**src/hw/rtl/lgs_pkg.sv**
```systemverilog
`timescale 1ns / 1ps
`default_nettype none
// ----------------------------------------------------------------------------
// lgs_pkg
// Shared constants and types of the life grid stepper.
// ----------------------------------------------------------------------------
package lgs_pkg;

  localparam int GRID_COLS_DEF     = 64;
  localparam int GRID_ROWS_DEF     = 64;
  localparam int HISTORY_DEPTH_DEF = 8;

  localparam int MODE_W   = 2;
  localparam int ADDR_W   = 6;   // width of the cell_col / cell_row fields
  localparam int SIZE_W   = 7;   // active_cols / active_rows registers
  localparam int HLEN_W   = 4;   // history_length register
  localparam int PADDR_W  = 4;
  localparam int PDATA_W  = 32;
  localparam int EXT_W    = 9;   // holds any index or size up to 256

  typedef enum logic [MODE_W-1:0] {
    MODE_WRITE = 2'd0,
    MODE_CLEAR = 2'd1,
    MODE_STEP  = 2'd2,
    MODE_READ  = 2'd3
  } mode_t;

  typedef enum logic [1:0] {
    REG_WRAP  = 2'd0,
    REG_COLS  = 2'd1,
    REG_ROWS  = 2'd2,
    REG_HLEN  = 2'd3
  } reg_idx_t;

  localparam logic [SIZE_W-1:0] COLS_RESET = 7'd64;
  localparam logic [SIZE_W-1:0] ROWS_RESET = 7'd64;
  localparam logic [HLEN_W-1:0] HLEN_RESET = 4'd1;

  // Life rule constants: birth on three, survival on two or three.
  localparam logic [3:0] BIRTH_CNT   = 4'd3;
  localparam logic [3:0] SURVIVE_CNT = 4'd2;

  // Control handed to every row cell of the ring.
  typedef struct packed {
    logic clear;
    logic shift;
    logic wr_en;
    logic wr_val;
  } cell_ctrl_t;

endpackage : lgs_pkg
`default_nettype wire

```
**src/hw/rtl/lgs_hist_bank.sv**
```systemverilog
`timescale 1ns / 1ps
`default_nettype none
// ----------------------------------------------------------------------------
// lgs_hist_bank
// One stored past generation: one row word per address, registered read.
// ----------------------------------------------------------------------------
module lgs_hist_bank
  import lgs_pkg::*;
#(
  parameter int GRID_COLS = GRID_COLS_DEF,
  parameter int GRID_ROWS = GRID_ROWS_DEF,
  parameter int ROW_IW    = $clog2(GRID_ROWS)
) (
  input  wire logic                 clk,
  input  wire logic                 wr_en,
  input  wire logic [ROW_IW-1:0]    wr_addr,
  input  wire logic [GRID_COLS-1:0] wr_data,
  input  wire logic [ROW_IW-1:0]    rd_addr,
  output logic      [GRID_COLS-1:0] rd_data
);

  logic [GRID_COLS-1:0] mem [GRID_ROWS];

  always_ff @(posedge clk) begin
    if (wr_en) begin
      mem[wr_addr] <= wr_data;
    end
    rd_data <= mem[rd_addr];
  end

endmodule : lgs_hist_bank
`default_nettype wire

```
**config.mk**
```make
export PLATFORM = sky130hd
export DESIGN_NAME = lgs_hist_bank
export DESIGN_NICKNAME = d
export VERILOG_FILES = /design/src/hw/rtl/lgs_pkg.sv /design/src/hw/rtl/lgs_hist_bank.sv
export SDC_FILE = /design/constraint.sdc
export NUM_CORES = 2
export LEC_CHECK = 0
export ABC_AREA = 1
export BUFFER_PORTS_ARGS = -buffer_cell sky130_fd_sc_hd__buf_4
export CELL_PAD_IN_SITES_DETAIL_PLACEMENT = 1
export CELL_PAD_IN_SITES_GLOBAL_PLACEMENT = 1
export CORE_MARGIN = 8
export CORE_UTILIZATION = 47
export CTS_CLUSTER_DIAMETER = 50
export DETAILED_ROUTE_END_ITERATION = 12
export GPL_ROUTABILITY_DRIVEN = 0
export PLACE_DENSITY_LB_ADDON = 0.1
export SLEW_MARGIN = 20
export SYNTH_ARGS = -nofsm -noshare
export SYNTH_HDL_FRONTEND = slang
export SYNTH_SLANG_ARGS = --single-unit
```
**constraint.sdc**
```tcl
create_clock -name clk -period 8.4 [get_ports clk]
set_clock_uncertainty 0.15 [all_clocks]
set_input_delay 1.26 -clock clk [delete_from_list [all_inputs] [get_ports clk]]
set_output_delay 1.26 -clock clk [all_outputs]
set_load 0.05 [all_outputs]
```
==> out/metrics.csv <==
metric;value;unit
outcome;complete, no violations;
Synth Flop Type;sky130_fd_sc_hd__edfxtp_1;
critical path launch point type;input port;
synth cell count leaders;sky130_fd_sc_hd__nand2_1 (4416), sky130_fd_sc_hd__edfxtp_1 (4096), sky130_fd_sc_hd__nand3_1 (3847);
post_cts resized;0;
cell leakage power;0.0654;uW
count of pins over their slew limit;0;
number of antenna violations at the first check in global routing;21;
fin cells;18400;
count of buffers from port buffering;141;
hold-fix buffer count after cts;0;
CP delay by family, top;buffers and inverters;
worst slack at placement;3.58;ns
DR WL/cell;30.8;um
simple logic cell fraction of the synthesized area;0.219;
final hold violations;0;
number of buffer and inverter stages on the critical path;3;
Tightest Pin Transition;1.23;ns
clock period minus worst slack;3.88;ns
Yosys top cell area share;0.744;
die extent in x;609;um
post-synthesis to final-layout area growth;12.8;%
count of yosys warnings during synthesis;0;
unrepaired setup endpoints after global routing;no;
setup fix buffers added after clock tree synthesis;0;
Total Power;47100;uW
signal arrival time at the worst endpoint;4.65;ns
DIE HEIGHT;609;um
CTS H-tree lvls;5;
cell area after synthesis;165000;sq um
final setup violation count;0;
sum of overflow across all layers after global routing;0;
Max stage delay on crit path;0.89;ns
number of placed instances, taps included;17500;
XOR/XNOR Fraction of Synth Area;0;
per-cell via count in the routed design;6.10;
maximum fanout count along the critical path;197;
sequential share of the synthesized area;0.752;
number of flops mapped to enable cells by yosys;4096;
Top Ports;142;
number of distinct library cell variants in the gate-level netlist after synthesis;16;
final clock period utilization by the worst path;0.462;
global-route usage over all layers;0.297;
Reg clk slew, reported paths;0.06;ns
critical path capture point type;register;
minimum setup slack in the final design;4.52;ns
Cells after Synth;13400;
compound-gate portion of the synthesized area;0;
Critical-path top delay cell;sky130_fd_sc_hd__buf_4;
drt pass-1 iters;6;
cell chosen for the clock root;sky130_fd_sc_hd__clkbuf_16;
nets in the synthesized netlist;13500;
largest family of logic cells by synthesized area;simple AND/OR/NAND/NOR gates;
TritonCTS clock tree;built;
share of async-settable or async-resettable flops after synthesis;0;
area inside the core boundary;350000;sq um
Longest Clk Path Bufs;4;
classification of the worst setup path;in -> reg;
initial cell density of the core;0.473;
Die ar.;371000;sq um
worst min path class;in -> reg;
total power per unit cell area;253;nW/um^2
multiplexer share of the synthesized area;0;
via count;112000;
most common cell in the netlist;sky130_fd_sc_hd__nand2_1;
FP Rows;217;
Slew HR;0.179;
antenna viol nets, final;0;
number of buffers created by CTS;483;
wire length of the first global-routing pass;813000;um
largest area contributor in the netlist;sky130_fd_sc_hd__edfxtp_1;
post-synthesis adder-cell area fraction;0;
clock insertion delay at the later pin of the skew report;0.99;ns
number of design-rule violations left by the first detailed-router iteration;11600;
number of sinks on the clock net;4160;
worst IR drop on VDD;0.000204;V
dominant cells by area after synthesis;sky130_fd_sc_hd__edfxtp_1 (74%), sky130_fd_sc_hd__nand3_1 (12%), sky130_fd_sc_hd__nand2_1 (10%), sky130_fd_sc_hd__buf_2 (1.5%), sky130_fd_sc_hd__dfxtp_1 (0.78%);
crit-path cells;buf_16 > inv_16 > buf_4 > nand2_1 > nand3_1 > nand3_1 > nand3_1 > nand3_1 > nand2_1 > nand2_1 > nand2_1;
DPL Wire Length;284000;um
number of maximum-capacitance constraint violations;0;
overall routed net length;566000;um
fin nets;13500;
post-detailed-route DRC marker count;0;
worst hold margin;0.533;ns
largest net degree at the start of global routing;198;
timing-limited maximum frequency;0.258;GHz
via count of the first global-routing pass;115000;
data required time of the critical path;9.16;ns
share of final-layout standard cells stronger than drive strength 1;0.0859;
synthesis-stage register bit count;4160;
post-synthesis area per instance;12.3;sq um
==> final timing paths <==
check                                      startpoint  slack [ns]             endpoint  cells after the start
worst max-delay path                       rd_addr[0]        4.52  rd_data[42]$_DFF_P_                     11
worst min-delay path                       rd_addr[5]        0.53  rd_data[37]$_DFF_P_                      3
worst max register to register   mem[1][45]$_DFFE_PP_        6.46  rd_data[45]$_DFF_P_                      8
worst min register to register  mem[20][33]$_DFFE_PP_        0.65  rd_data[33]$_DFF_P_                      8
==> area by class of cell <==
class / instances / area (sq um)
timing repair buffer: 380 / 3490
sequential: 4160 / 124000
clock inverter: 276 / 3040
fill: 35000 / 163000
clock buffer: 623 / 13100
tap: 4599 / 5750
multi-input combinational: 8336 / 36600
inverter: 12 / 105
antenna: 11 / 27.5
==> metrics by stage <==
stage / TNS [ns] / utilization / area, sq um
3_5_place_dp: 0 / 0.487 / 170000
5_1_grt: 0 / 0.533 / 186000
2_1_floorplan: -149.41 / - / 165000
6_report: 0 / 0.533 / 186000
4_1_cts: 0 / 0.533 / 186000
3_3_place_gp: 0 / 0.487 / 170000
==> worst reg2reg max path, delay by kind of cell (launching register included) <==
family / cells / cell delay [ns]
AND/OR/NAND/NOR: 8 / 1.28
flip-flops: 1 / 0.37
==> layer usage <==
layer / track usage / share of wire
met1: 0.402 / 0.42
met2: 0.493 / 0.48
met3: 0.0440 / 0.067
met5: 0 / 0.000037
met4: 0.102 / 0.038
==> cell families after synthesis <==
logic type / after synthesis
buffers and inverters: 909
DFF: 4160
and+or+nand+nor: 8336
==> cells in the final DEF (no fill, tap or decap), drive strengths merged <==
cell type / netlist / layout
clkbuf: 147 / 623
edfxtp: 4096 / 4096
buf: 750 / 380
diode: 0 / 11
clkinv: 0 / 168
nand3: 3847 / 3847
inv: 12 / 31
clkinvlp: 0 / 33
nor4: 8 / 8
dfxtp: 64 / 64
nand4: 9 / 9
nand2: 4416 / 4416
nor2: 56 / 56
bufinv: 0 / 56
==> power by group <==
group	internal, uW	switching (uW)	total (uW)
sequential	23000	91.1	23100
clock	12700	8570	21300
combinational	612	2160	2780
==> flip-flops by register name, indices dropped and copies added, names as in the netlist <==
name,cells
rd_data,64
mem,4096
(Power assumes the default switching activity.)
