### config.mk
export PLATFORM = sky130hd
export DESIGN_NAME = lgs_row_update
export DESIGN_NICKNAME = d
export VERILOG_FILES = /design/src/hw/rtl/lgs_pkg.sv /design/src/hw/rtl/lgs_row_update.sv
export SDC_FILE = /design/constraint.sdc
export NUM_CORES = 1
export LEC_CHECK = 0
export ABC_CLOCK_PERIOD_IN_PS = 20600
export BUFFER_PORTS_ARGS = -buffer_cell sky130_fd_sc_hd__buf_2
export CORE_MARGIN = 10
export CORE_UTILIZATION = 30
export DETAILED_ROUTE_END_ITERATION = 16
export GPL_TIMING_DRIVEN = 0
export PLACE_DENSITY_LB_ADDON = 0.3
export SLEW_MARGIN = 20
export SYNTH_ARGS = -nofsm -noshare
export SYNTH_HDL_FRONTEND = slang
export SYNTH_SLANG_ARGS = --single-unit
### constraint.sdc
create_clock -name vclk -period 20.6
set_clock_uncertainty 0.05 [all_clocks]
set_input_delay 2.06 -clock vclk [all_inputs]
set_output_delay 2.06 -clock vclk [all_outputs]
set_load 0.02 [all_outputs]
### src/hw/rtl/lgs_pkg.sv
`timescale 1ns / 1ps
`default_nettype none
// ----------------------------------------------------------------------------
// lgs_pkg
// Shared constants and types of the life grid stepper.
// ----------------------------------------------------------------------------
package lgs_pkg;

  localparam int GRID_COLS_DEF     = 64;
  localparam int GRID_ROWS_DEF     = 64;
  localparam int HISTORY_DEPTH_DEF = 8;

  localparam int MODE_W   = 2;
  localparam int ADDR_W   = 6;   // width of the cell_col / cell_row fields
  localparam int SIZE_W   = 7;   // active_cols / active_rows registers
  localparam int HLEN_W   = 4;   // history_length register
  localparam int PADDR_W  = 4;
  localparam int PDATA_W  = 32;
  localparam int EXT_W    = 9;   // holds any index or size up to 256

  typedef enum logic [MODE_W-1:0] {
    MODE_WRITE = 2'd0,
    MODE_CLEAR = 2'd1,
    MODE_STEP  = 2'd2,
    MODE_READ  = 2'd3
  } mode_t;

  typedef enum logic [1:0] {
    REG_WRAP  = 2'd0,
    REG_COLS  = 2'd1,
    REG_ROWS  = 2'd2,
    REG_HLEN  = 2'd3
  } reg_idx_t;

  localparam logic [SIZE_W-1:0] COLS_RESET = 7'd64;
  localparam logic [SIZE_W-1:0] ROWS_RESET = 7'd64;
  localparam logic [HLEN_W-1:0] HLEN_RESET = 4'd1;

  // Life rule constants: birth on three, survival on two or three.
  localparam logic [3:0] BIRTH_CNT   = 4'd3;
  localparam logic [3:0] SURVIVE_CNT = 4'd2;

  // Control handed to every row cell of the ring.
  typedef struct packed {
    logic clear;
    logic shift;
    logic wr_en;
    logic wr_val;
  } cell_ctrl_t;

endpackage : lgs_pkg
`default_nettype wire

### src/hw/rtl/lgs_row_update.sv
`timescale 1ns / 1ps
`default_nettype none
// ----------------------------------------------------------------------------
// lgs_row_update
// Next generation of one row from the rows above, at and below it.
// ----------------------------------------------------------------------------
module lgs_row_update
  import lgs_pkg::*;
#(
  parameter int GRID_COLS = GRID_COLS_DEF,
  parameter int COL_IW    = $clog2(GRID_COLS)
) (
  input  wire logic [GRID_COLS-1:0] above,
  input  wire logic [GRID_COLS-1:0] cur,
  input  wire logic [GRID_COLS-1:0] below,
  input  wire logic [EXT_W-1:0]     eff_cols,
  input  wire logic                 wrap,
  input  wire logic                 one_row,
  input  wire logic                 row_live,
  output logic      [GRID_COLS-1:0] new_row
);

  logic [COL_IW-1:0] last_col;
  logic              one_col;
  logic              skip_v, skip_h, skip_d;
  logic [GRID_COLS-1:0] al, ar, cl, cr, bl, br;

  assign last_col = COL_IW'(eff_cols - EXT_W'(1));
  assign one_col  = (eff_cols == EXT_W'(1));
  assign skip_v   = wrap && one_row;
  assign skip_h   = wrap && one_col;
  assign skip_d   = wrap && one_row && one_col;

  // Left and right neighbor words; wrap inside the active columns.
  always_comb begin
    for (int c = 0; c < GRID_COLS; c++) begin
      if (c == 0) begin
        al[c] = wrap & above[last_col];
        cl[c] = wrap & cur[last_col];
        bl[c] = wrap & below[last_col];
      end else begin
        al[c] = above[c-1];
        cl[c] = cur[c-1];
        bl[c] = below[c-1];
      end
      if (EXT_W'(c) == eff_cols - EXT_W'(1) || c == GRID_COLS-1) begin
        ar[c] = wrap & above[0];
        cr[c] = wrap & cur[0];
        br[c] = wrap & below[0];
      end else begin
        ar[c] = above[c+1];
        cr[c] = cur[c+1];
        br[c] = below[c+1];
      end
    end
  end

  always_comb begin
    logic [3:0] n;
    n = '0;
    for (int c = 0; c < GRID_COLS; c++) begin
      n = 4'(!skip_v & above[c]) + 4'(!skip_v & below[c]) +
          4'(!skip_h & cl[c])    + 4'(!skip_h & cr[c]) +
          4'(!skip_d & al[c])    + 4'(!skip_d & ar[c]) +
          4'(!skip_d & bl[c])    + 4'(!skip_d & br[c]);
      new_row[c] = row_live && (EXT_W'(c) < eff_cols) &&
                   ((n == BIRTH_CNT) || ((n == SURVIVE_CNT) && cur[c]));
    end
  end

endmodule : lgs_row_update
`default_nettype wire

==> summary.md <==
| Metric | Value |
|---|---|
| Run status | completed |
| Vias | 16.9k |
| Row count | 86 |
| Largest net degree at the start of global routing | 11 |
| CTS-repair resized insts | 0 |
| TNS Setup | 0 ps |
| Worst Setup Path Type | primary input to output port |
| CP cell instances | buf_2 -> buf_2 -> buf_2 -> buf_2 -> buf_2 -> inv_1 -> ha_1 -> buf_1 -> clkbuf_1 -> mux4_2 -> nor2_1 -> o41ai_1 -> o2111ai_1 -> fa_1 -> fa_1 -> inv_1 -> ha_1 -> fa_1 -> o21ai_0 -> o211ai_1 -> nor2_1 -> buf_2 |
| Max Clk Rate | 78.3 MHz |
| Synthesized cell area | 16900 µm² |
| Cell repeated most along the worst path | buf_2 |
| Routability Congestion | 1.03 |
| IO Count | 268 |
| Yosys Warn Count | 0 |
| Number of global-route vias before repair | approximately 17k |
| Core ar. | 55400 µm² |
| Drt pass-1 iters | 5 |
| Hold wc startpoint | cur[43] |
| Initial antenna violation count | 13 |
| CP endpoint kind | output port |
| Crit-path leading delay family | buffers and inverters |
| Yosys top cell area share | 30.3% |
| Storage cell area | 0 µm² |
| Die Area | 66200 µm² |
| Fillers | 5819 |
| Hold_buf cts | 0 |
| HPWL Detailed | around 72 mm |
| CP bufs+invs | 10 |
| Critical Path Source Type | primary input |
| Die width | between 200 and 300 µm |
| CP arrival | 10660 ps |
| First-pass GRT wire length | 122 mm |
| Synth Instances | 1855 |
| FFs & Latches | 0 |
| Avg Synthesized Cell Area | 9.11 µm² |
| GRT Overall Usage | 24.9% |
| Vias per inst | 5.87 |
| Final ANT Viol Nets | 0 |
| Wirelength per Cell | 29.9 µm |
| PnR worst setup slack | a little under 8000 ps |
| Pins over their slew limit | 0 |
| Worst slew margin | around an eighth |
| Layout cells sized above 1 | 22.3% |
| Final WL | 85.8 mm |
| Worst stage delay on the critical path | about 1000 ps |
| Final Cycle Share | just over 60% |
| Cell taking the most area after synthesis | fa_1 |
| Worst vdd ir | 0.0000260 V |
| Dpl ws | ~8100 ps |
| Post-CTS setup buffer count | 0 |
| CP Max Fanout | 10 |
| Distinct cells, synth | 61 |
| Synth top area cells | fa_1 30%, ha_1 15%, mux2_2 7.9%, and2_1 7.3%, mux4_2 6.4% |
| DR iter-0 viols | 1500 |
| Worst slew pin tran | between 1000 and 1500 ps |
| Grt ovf | 0 |
| Final hold vios | 0 |
| Synthesized Nets | between 2k and 3k |
| Worst setup path start | eff_cols[0] |
| Unrepaired setup endpoints after global routing | no |
| Sequential element share of the synthesized area | 0% |
| CP required | 18490 ps |
| Nets | 2781 |
| Leak Pwr | 8.88 nW |
| Initial Utilization | 30.5% |
| # DRC | 0 |
| # clk buffers | 0 |
| Crit path time final | 12770 ps |
| CP max stage cell | clkbuf_1 |
| Max-cap viol count | 0 |
| PwrDens | about 44 nW/µm² |
| Hold Path Class | primary input to output port |
| Die height | 257 µm |
| Layout area overhead | 13.7% |
| Port Buffers | 265 |
| Final setup fails | 0 |
[synth_stat cells (all sizes together) (38+ instances only)]
master and instances:
fa 256, and2 197, ha 197, nand2 163, inv 143, mux2 118
a21oi 111, clkbuf 89, mux2i 79, nand3 79, o21ai 79, mux4 48
nand4 44, nor2 44, o2111ai 38
[report_power, final]
part | internal [mW] | leakage, nW | switching (mW)
clock | 0.00000000865 | 0.0000228 | 0
sequential | 0 | 0 | 0
combinational | 0.346 | 8.88 | 0.504
total | 0.346 | 8.88 | 0.504
[kinds of logic after synthesis]
kind of cell | synth area share, %
AO/OA/AOI/OAI | 10.8
buffers and inverters | 5.91
multiplexers | 18.9
adder cells (fa/ha/maj) | 44.9
XOR/XNOR | 0.207
AND/OR/NAND/NOR | 19.2
[through the flow]
step	hold WS [ps]	std cells	utilization, %	power (mW)	instance area (µm²)
after global routing	4580	2870	34.6	0.956	19200
after CTS	4540	2870	34.6	0.845	19200
final	4530	2873	34.6	0.850	19200
after global placement	4540	2868	34.6	0.801	19200
after floorplan	4300	1855	-	0.577	16900
after detailed placement	4540	2870	34.6	0.839	19200
[per-layer routing]
metal	up-vias	GRT usage [%]	wire, µm
met2	1036	39.8	38200
met4	14	8.23	3500
met1	8468	32.7	34700
met3	184	5.68	9360
li1	7158	-	-
met5	-	0	86
[path summary, 6_finish.rpt]
path	end	slack, ps	cells after the start
worst min-delay path	new_row[43]	4530	4
worst max-delay path	new_row[0]	7830	22
[tightest hold or removal path, cell delays in order]
cell,delay [ps]
buf_2,130
o211ai_1,90
nor2_1,80
buf_2,170
[placed cells by master (no fill, tap or decap), types with 8 or more instances in the layout]
master and n:
buf_2 283, fa_1 256, ha_1 197, and2_1 196, nand2_1 163, inv_1 143, mux2_2 118, a21oi_1 111
clkbuf_1 83, mux2i_1 79, nand3_1 77, o21ai_0 77, mux4_2 48, nand4_1 44, nor2_1 44, o2111ai_1 38
nor3_1 19, and3_1 14, o211ai_1 13, o21a_1 10, and4_1 9, a211oi_1 8
[area by class of cell]
| class | instances | area, µm² | area share [%] |
|---|---|---|---|
| Inverter | 143 | 537 | 2.80 |
| Timing Repair Buffer | 267 | 1350 | 7.01 |
| Buffer | 114 | 469 | 2.44 |
| Multi-Input combinational cell | 1598 | 15900 | 82.8 |
| Antenna cell | 3 | 7.51 | 0.0391 |
| Tap cell | 748 | 936 | 4.87 |
No activity file was read; power rests on OpenSTA's default activity.
