[src/hw/rtl/lgs_pkg.sv]
`timescale 1ns / 1ps
`default_nettype none
// ----------------------------------------------------------------------------
// lgs_pkg
// Shared constants and types of the life grid stepper.
// ----------------------------------------------------------------------------
package lgs_pkg;

  localparam int GRID_COLS_DEF     = 64;
  localparam int GRID_ROWS_DEF     = 64;
  localparam int HISTORY_DEPTH_DEF = 8;

  localparam int MODE_W   = 2;
  localparam int ADDR_W   = 6;   // width of the cell_col / cell_row fields
  localparam int SIZE_W   = 7;   // active_cols / active_rows registers
  localparam int HLEN_W   = 4;   // history_length register
  localparam int PADDR_W  = 4;
  localparam int PDATA_W  = 32;
  localparam int EXT_W    = 9;   // holds any index or size up to 256

  typedef enum logic [MODE_W-1:0] {
    MODE_WRITE = 2'd0,
    MODE_CLEAR = 2'd1,
    MODE_STEP  = 2'd2,
    MODE_READ  = 2'd3
  } mode_t;

  typedef enum logic [1:0] {
    REG_WRAP  = 2'd0,
    REG_COLS  = 2'd1,
    REG_ROWS  = 2'd2,
    REG_HLEN  = 2'd3
  } reg_idx_t;

  localparam logic [SIZE_W-1:0] COLS_RESET = 7'd64;
  localparam logic [SIZE_W-1:0] ROWS_RESET = 7'd64;
  localparam logic [HLEN_W-1:0] HLEN_RESET = 4'd1;

  // Life rule constants: birth on three, survival on two or three.
  localparam logic [3:0] BIRTH_CNT   = 4'd3;
  localparam logic [3:0] SURVIVE_CNT = 4'd2;

  // Control handed to every row cell of the ring.
  typedef struct packed {
    logic clear;
    logic shift;
    logic wr_en;
    logic wr_val;
  } cell_ctrl_t;

endpackage : lgs_pkg
`default_nettype wire

[src/hw/rtl/lgs_row_cell.sv]
`timescale 1ns / 1ps
`default_nettype none
// ----------------------------------------------------------------------------
// lgs_row_cell
// One grid row of the rotating row ring; takes its neighbor's row on a shift.
// ----------------------------------------------------------------------------
module lgs_row_cell
  import lgs_pkg::*;
#(
  parameter int GRID_COLS = GRID_COLS_DEF,
  parameter int COL_IW    = $clog2(GRID_COLS)
) (
  input  wire logic                 clk,
  input  wire logic                 rst_n,
  input  wire cell_ctrl_t           ctrl,
  input  wire logic                 wr_hit,
  input  wire logic [COL_IW-1:0]    wr_col,
  input  wire logic [GRID_COLS-1:0] shift_in,
  output logic      [GRID_COLS-1:0] row_q
);

  logic [GRID_COLS-1:0] row_r, row_nxt;

  always_comb begin
    row_nxt = row_r;
    if (ctrl.clear) begin
      row_nxt = '0;
    end else if (ctrl.shift) begin
      row_nxt = shift_in;
    end else if (ctrl.wr_en && wr_hit) begin
      row_nxt[wr_col] = ctrl.wr_val;
    end
  end

  always_ff @(posedge clk) begin
    if (!rst_n) begin
      row_r <= '0;
    end else begin
      row_r <= row_nxt;
    end
  end

  assign row_q = row_r;

endmodule : lgs_row_cell
`default_nettype wire

[config.mk]
export PLATFORM = sky130hd
export DESIGN_NAME = lgs_row_cell
export DESIGN_NICKNAME = d
export VERILOG_FILES = /design/src/hw/rtl/lgs_pkg.sv /design/src/hw/rtl/lgs_row_cell.sv
export SDC_FILE = /design/constraint.sdc
export NUM_CORES = 1
export LEC_CHECK = 0
export BUFFER_PORTS_ARGS = -buffer_cell sky130_fd_sc_hd__buf_2
export CORE_MARGIN = 8
export CORE_UTILIZATION = 40
export CTS_BUF_LIST = sky130_fd_sc_hd__clkbuf_2 sky130_fd_sc_hd__clkbuf_4 sky130_fd_sc_hd__clkbuf_8
export DETAILED_ROUTE_END_ITERATION = 12
export PLACE_DENSITY = 0.67
export SYNTH_ARGS = -nofsm -noshare
export SYNTH_HDL_FRONTEND = slang
export SYNTH_SLANG_ARGS = --single-unit
[constraint.sdc]
create_clock -name clk -period 4.2 [get_ports clk]
set_input_delay 0.63 -clock clk [delete_from_list [all_inputs] [get_ports clk]]
set_output_delay 0.63 -clock clk [all_outputs]
set_load 0.005 [all_outputs]
==> results_dict.tcl, run 1 <==
set metrics [dict create \
    power-per-cell-area_nw_per_um2 312 \
    finalCritPeriodShare_pct 52.9 \
    insertion_delay_ns 0.34 \
    io_pins 141 \
    setup_tns_ns 0 \
    comb_power_share_pct 16.5 \
    chipHeight_um 115 \
    syn-mean-instance-area_um2 7.94 \
    tritoncts.num_buffers 9 \
    synth_cell_types 34 \
    fp.dieArea_um2 13100 \
    timing.final.crit_period_ns 2.22 \
    synthCells 489 \
    hold-path-cell-count 2 \
    dpl_cell_area_um2 4450 \
    die_w_um 115 \
    grt_antenna_before_repair 0 \
    yosys-mux-area-fraction_pct 0 \
    clock_tree.buffer_depth 2 \
    overall_fraction_of_global_route_tracks_in_use_pct 21.3 \
    pwr-share-clk_pct 39.0 \
    area_growth_syn_to_layout_pct 19.8 \
    post_cts_resized 0 \
    insertedDiodeCount 0 \
    detailedPlacementHpwl_mm 9.20 \
    tritoncts "done" \
    clock_tree.root_cell "sky130_fd_sc_hd__clkbuf_8" \
    route.met2.wl_mm 6.45 \
    max_freq_ghz 0.450 \
    power_dissipated_by_switching_net_loads_w 0.000419 \
    numPortBuffers 140 \
    final_cell_area_um2 4660 \
    worst-slew-pin-transition_ns 1.34 \
    timing.clock.skew_ns 0 \
    setup_viol_count_final 0 \
    yosys.area_share.simple_pct 28.0 \
    drv_slew 0 \
    holdBufCountCts 0 \
    p_total_w 0.00145 \
    drv.max_cap_violation_count 0 \
    hold_path_class "flop to flop" \
    rows 36 \
    drcViolationCount 0 \
    avgRoutedWirePerCell_um 19.9 \
    weighted_congestion_reported_at_the_end_of_routability_driven_placement 0.800 \
    layout-drive-gt1-share_pct 31.5 \
    clkTransAtPathRegs_ns 0.08 \
    finish.net_count 647 \
    yosysWarnings 0 \
    globalRoute.totalOverflow 0 \
    route.top_layer_used "met4" \
    timing.critical_path.to_type "flop" \
    synth_seq_area_share_pct 33.0 \
    drt_pass1_iterations 5 \
    cts_setup_buffers 0 \
    grt_setup_unrepaired "no" \
    maximum_number_of_pins_on_one_net_before_global_route_repair 89 \
    power.leakage_nw 1.93 \
    vias 4327 \
    h-tree-depth 3 \
    met3_routed_wirelength_mm 1.35 \
    cp_data_required_time_ns 4.45 \
    floorplan.initialDensity_pct 40.5 \
    relSlewSlack_pct 10.5 \
    first_global_vias 4404 \
    dominant_combinational_cell_family_by_area_after_synthesis "simple AND/OR/NAND/NOR gates" \
    post_synth_fa_ha_maj_area_fraction_pct 0 \
    core-area_um2 9590 \
    synth-xor-area-share_pct 0 \
    route.layer.met1.wl_mm 6.00 \
    seq_power_share_pct 44.5 \
    drt-initial-drc-count 483 \
    power_switching_share_pct 28.8 \
    timing.setup.critical_path_class "input port to flop" \
    hold_viol_final 0 \
    postSynthNetCount 566 \
    finalHoldWorstSlack_ns 0.504 \
    worst_setup_path_start_kind "input port" \
    intPower_w 0.00104 \
    clkSinkCount 64 \
    synth_compound_gate_area_share_pct 23.1 \
    grt_first_pass_wirelength_mm 22.6 \
    drt_wl_total_mm 14.1 \
    number_of_flip_flops_and_latches_in_the_synthesized_netlist 64 \
    viasPerCell 6.11 \
    crit_fanout 18 \
    mappedNetlistArea_um2 3880 \
    postRouteAntennaNets 0 \
    worst_r2r_path_depth 2 \
    ir_drop_worst_case_vdd_uv 163 \
    outcome "complete, no violations" \
    largest_register_ff_count 64 \
    crit_arrival_ns 2.47 \
]
==> metrics by stage <==
stage,util [%],setup WS [ns],std cells
after floorplan,-,2.46,489
after global placement,46.4,1.80,692
after detailed placement,46.4,1.73,692
after CTS,48.5,2.05,708
after global routing,48.5,1.86,708
final,48.5,1.98,708
==> metal layers <==
layer	vias up	GRT usage, %
li1	2044	-
met1	2010	26.9
met2	247	33.6
met3	26	5.54
met4	0	8.78
met5	-	0
==> area by class of cell <==
| type | count | area [um^2] |
|---|---|---|
| Timing Repair Buffer | 148 | 763 |
| Inverter | 63 | 236 |
| Tap cell | 133 | 166 |
| Multi-Input combinational cell | 284 | 2000 |
| Fill cell | 993 | 4940 |
| Clock buffer | 13 | 166 |
| Sequential cell | 64 | 1280 |
| Clock inverter | 3 | 40.0 |
==> worst paths after layout <==
check / start / slack, ns / endpoint
worst max-delay path: wr_col[5] / 1.98 / row_q[35]
worst min-delay path: row_q[22] / 0.50 / row_q[22]
worst max register to register: row_q[52] / 3.29 / row_q[52]
worst min register to register: row_q[22] / 0.50 / row_q[22]
==> power by group through the flow <==
stage / logic [W] / registers, W / clock network (W)
after floorplan: 0.000140 / 0.000661 / 0
after global placement: 0.000233 / 0.000661 / 0
after detailed placement: 0.000236 / 0.000660 / 0
after CTS: 0.000237 / 0.000647 / 0.000566
after global routing: 0.000262 / 0.000650 / 0.000597
final: 0.000239 / 0.000647 / 0.000568
==> cells in the mapped netlist <==
master,n,area [um^2]
sky130_fd_sc_hd__a221oi_1,56,490
sky130_fd_sc_hd__a222oi_1,6,60.1
sky130_fd_sc_hd__a31oi_1,2,12.5
sky130_fd_sc_hd__and2_1,2,12.5
sky130_fd_sc_hd__and3_1,1,6.26
sky130_fd_sc_hd__and3b_1,2,17.5
sky130_fd_sc_hd__buf_2,32,160
sky130_fd_sc_hd__buf_4,7,52.6
sky130_fd_sc_hd__buf_6,2,22.5
sky130_fd_sc_hd__clkbuf_1,32,120
sky130_fd_sc_hd__clkbuf_2,5,25.0
sky130_fd_sc_hd__dfxtp_1,64,1280
sky130_fd_sc_hd__inv_1,63,236
sky130_fd_sc_hd__nand2_1,1,3.75
sky130_fd_sc_hd__nand2b_1,3,18.8
sky130_fd_sc_hd__nand3_1,1,5.00
sky130_fd_sc_hd__nand3b_1,1,7.51
sky130_fd_sc_hd__nand4_1,64,400
sky130_fd_sc_hd__nand4b_1,1,8.76
sky130_fd_sc_hd__nand4bb_1,3,33.8
sky130_fd_sc_hd__nor2_1,3,11.3
sky130_fd_sc_hd__nor2b_1,6,37.5
sky130_fd_sc_hd__nor3b_1,1,7.51
sky130_fd_sc_hd__nor3b_4,1,18.8
sky130_fd_sc_hd__nor4_1,44,275
sky130_fd_sc_hd__nor4_2,13,163
sky130_fd_sc_hd__nor4b_1,1,8.76
sky130_fd_sc_hd__o21ai_0,60,300
sky130_fd_sc_hd__o21ai_1,4,20.0
sky130_fd_sc_hd__o31ai_1,2,15.0
sky130_fd_sc_hd__or2_1,1,6.26
sky130_fd_sc_hd__or3b_2,1,8.76
sky130_fd_sc_hd__or4_1,1,7.51
sky130_fd_sc_hd__or4b_1,3,30.0
==> logic make-up (layout without fill, tap and decap cells) <==
logic type,count (synthesis),after routing
and+or+nand+nor,154,154
buffers and inverters,141,227
DFF,64,64
AOI/OAI and AO/OA,130,130
==> layout by cell type, fill, tap and decap left out, types with 3 or more instances in the layout <==
cell type	synthesis	routed
sky130_fd_sc_hd__clkbuf_8	0	11
sky130_fd_sc_hd__nand4_1	64	64
sky130_fd_sc_hd__nor4_2	13	13
sky130_fd_sc_hd__dfxtp_1	64	64
sky130_fd_sc_hd__o21ai_1	4	4
sky130_fd_sc_hd__a222oi_1	6	6
sky130_fd_sc_hd__nor2_1	3	3
sky130_fd_sc_hd__inv_1	63	63
sky130_fd_sc_hd__nor2b_1	6	4
sky130_fd_sc_hd__buf_4	7	9
sky130_fd_sc_hd__nand4bb_1	3	3
sky130_fd_sc_hd__nor4_1	44	44
sky130_fd_sc_hd__buf_2	32	139
sky130_fd_sc_hd__nand2b_1	3	3
sky130_fd_sc_hd__or4b_1	3	3
sky130_fd_sc_hd__a221oi_1	56	56
sky130_fd_sc_hd__o21ai_0	60	60
==> worst max-delay path: stages <==
cell and delay (ns):
sky130_fd_sc_hd__buf_2 0.21, sky130_fd_sc_hd__nor2b_1 1.07, sky130_fd_sc_hd__nand4_1 0.25, sky130_fd_sc_hd__a221oi_1 0.31
No activity file was read; power rests on OpenSTA's default activity.
==> run 2: changes to the inputs <==
--- a/config.mk
+++ b/config.mk
@@ -10,7 +10,7 @@
 export CORE_UTILIZATION = 40
 export CTS_BUF_LIST = sky130_fd_sc_hd__clkbuf_2 sky130_fd_sc_hd__clkbuf_4 sky130_fd_sc_hd__clkbuf_8
 export DETAILED_ROUTE_END_ITERATION = 12
-export PLACE_DENSITY = 0.67
+export PLACE_DENSITY = 0.69
 export SYNTH_ARGS = -nofsm -noshare
 export SYNTH_HDL_FRONTEND = slang
 export SYNTH_SLANG_ARGS = --single-unit
==> constraint.sdc (replaced) <==
create_clock -name clk -period 1.8 [get_ports clk]
set_input_delay 0.27 -clock clk [delete_from_list [all_inputs] [get_ports clk]]
set_output_delay 0.27 -clock clk [all_outputs]
set_load 0.005 [all_outputs]
==> results_dict.tcl, run 2 (synthesis gave the netlist of run 1 again) <==
set metrics [dict create \
    outcome "complete, no violations" \
    globalRouteMet3Util_pct 4.75 \
    insertion_delay_ns 0.33 \
    ff_latch_area_um2 1280 \
    timing.critical_path.to_type "flop" \
    intPower_w 0.00253 \
    seq_power_share_pct 42.9 \
    drcViolationCount 0 \
    cp_data_required_time_ns 2.04 \
    drv.max_cap_violation_count 0 \
    tritoncts.num_buffers 9 \
    grt_antenna_before_repair 2 \
    min_from "shift_in[17]" \
    fp.dieArea_um2 13100 \
    die_w_um 115 \
    stdcell_count 736 \
    crit_arrival_ns 1.65 \
    globalRoute.busiestLayer "met2" \
    cts_setup_buffers 0 \
    rows 36 \
    setup_viol_count_final 0 \
    drt-initial-drc-count 414 \
    timing.clock.skew_ns 0 \
    chipHeight_um 115 \
    critical_path.startpoint "ctrl[2]" \
    numPortBuffers 140 \
    layout-drive-gt1-share_pct 34.3 \
    globalRoute.totalOverflow 0 \
    setup_tns_ns 0 \
    drv_slew 0 \
    avgRoutedWirePerCell_um 18.9 \
    dpl_cell_area_um2 4720 \
    pwr-share-clk_pct 39.8 \
    floorplan.initialDensity_pct 40.5 \
    grt_setup_unrepaired "no" \
    worst_setup_path_start_kind "input port" \
    drt_pass1_iterations 7 \
    final_cell_area_um2 4950 \
    io_pins 141 \
    ir_drop_worst_case_vdd_uv 364 \
    detailedPlacementHpwl_mm 9.74 \
    crit_fanout 31 \
    holdBufCountCts 0 \
    clkTransAtPathRegs_ns 0.08 \
    layout_common_cells "139 x sky130_fd_sc_hd__buf_2, 64 x sky130_fd_sc_hd__nand4_1, 64 x sky130_fd_sc_hd__dfxtp_1" \
    hold_viol_final 0 \
    tritoncts "done" \
    power_switching_share_pct 28.1 \
    timing.final.crit_period_ns 1.41 \
    finalCritPeriodShare_pct 78.5 \
    grt_use_met1_pct 27.3 \
    max_freq_ghz 0.708 \
    critical_path.reg2reg.startpoint "row_q[39]" \
    vias 4420 \
    overall_fraction_of_global_route_tracks_in_use_pct 20.9 \
    power_dissipated_by_switching_net_loads_w 0.000990 \
    drt_wl_total_mm 13.9 \
    hold_path_class "input port to flop" \
    power.leakage_nw 2.08 \
    core-area_um2 9590 \
    n_fill_cell 946 \
    power-per-cell-area_nw_per_um2 711 \
    h-tree-depth 3 \
    comb_power_share_pct 17.3 \
    clock_tree.buffer_depth 2 \
    maximum_number_of_pins_on_one_net_before_global_route_repair 65 \
    largest_register_ff_count 64 \
    post_cts_resized 0 \
    worst-slew-pin-transition_ns 0.794 \
    finish.net_count 672 \
    p_total_w 0.00352 \
    layout.cells.most_common "sky130_fd_sc_hd__buf_2" \
    clkSinkCount 64 \
    place_inst 717 \
    weighted_congestion_reported_at_the_end_of_routability_driven_placement 0.840 \
    multiInputGateArea_um2 2000 \
    groute.layer.met2.usage_pct 32.7 \
    grt_first_pass_wirelength_mm 22.2 \
    viasPerCell 6.01 \
    area_growth_syn_to_layout_pct 27.5 \
    postRouteAntennaNets 0 \
    clock_tree.root_cell "sky130_fd_sc_hd__clkbuf_8" \
    relSlewSlack_pct 47.1 \
    timing.setup.critical_path_class "input port to flop" \
    first_global_vias 4307 \
]
run 2: final timing paths:
path	endpoint	slack [ns]	cells past startpoint
min reg2reg	row_q[22]	0.50	2
max	row_q[16]	0.39	5
max reg2reg	row_q[39]	0.94	2
min	row_q[17]	0.18	3
run 2: layout make-up:
type,count,share of cell area (%)
clock inverter,5,1.64
timing repair buffer,173,21.0
inverter,63,4.78
antenna,3,0.152
clock buffer,11,2.80
tap,133,3.36
sequential,64,25.9
multi-input combinational,284,40.4
run 2: worst max-delay path: stages:
cell                       delay [ns]
sky130_fd_sc_hd__buf_4           0.18
sky130_fd_sc_hd__nor2b_4         0.63
sky130_fd_sc_hd__buf_12          0.23
sky130_fd_sc_hd__nor4_2          0.05
sky130_fd_sc_hd__a221oi_1        0.26
run 2: power groups by stage:
stage               clock (W)  sequential (W)  combinational (W)
floorplan                   0         0.00154           0.000328
global placement            0         0.00154           0.000594
detailed placement          0         0.00154           0.000606
CTS                   0.00142         0.00151           0.000608
global route          0.00148         0.00152           0.000667
finish                0.00140         0.00151           0.000611
run 2: layer usage:
layer  share of wire, %  up-vias
met1                 45     2079
met3                7.7       20
li1                   -     2099
met5                  0        -
met2                 46      222
met4                1.8        0
run 2: stage by stage:
| stage | util (%) | setup WS [ns] | hold slack (ns) |
|---|---|---|---|
| after floorplan | - | 0.416 | 0.424 |
| after global placement | 49.2 | 0.164 | 0.490 |
| after detailed placement | 49.2 | 0.0305 | 0.488 |
| after CTS | 51.5 | 0.403 | 0.176 |
| after global routing | 51.6 | 0.322 | 0.176 |
| final | 51.6 | 0.387 | 0.182 |
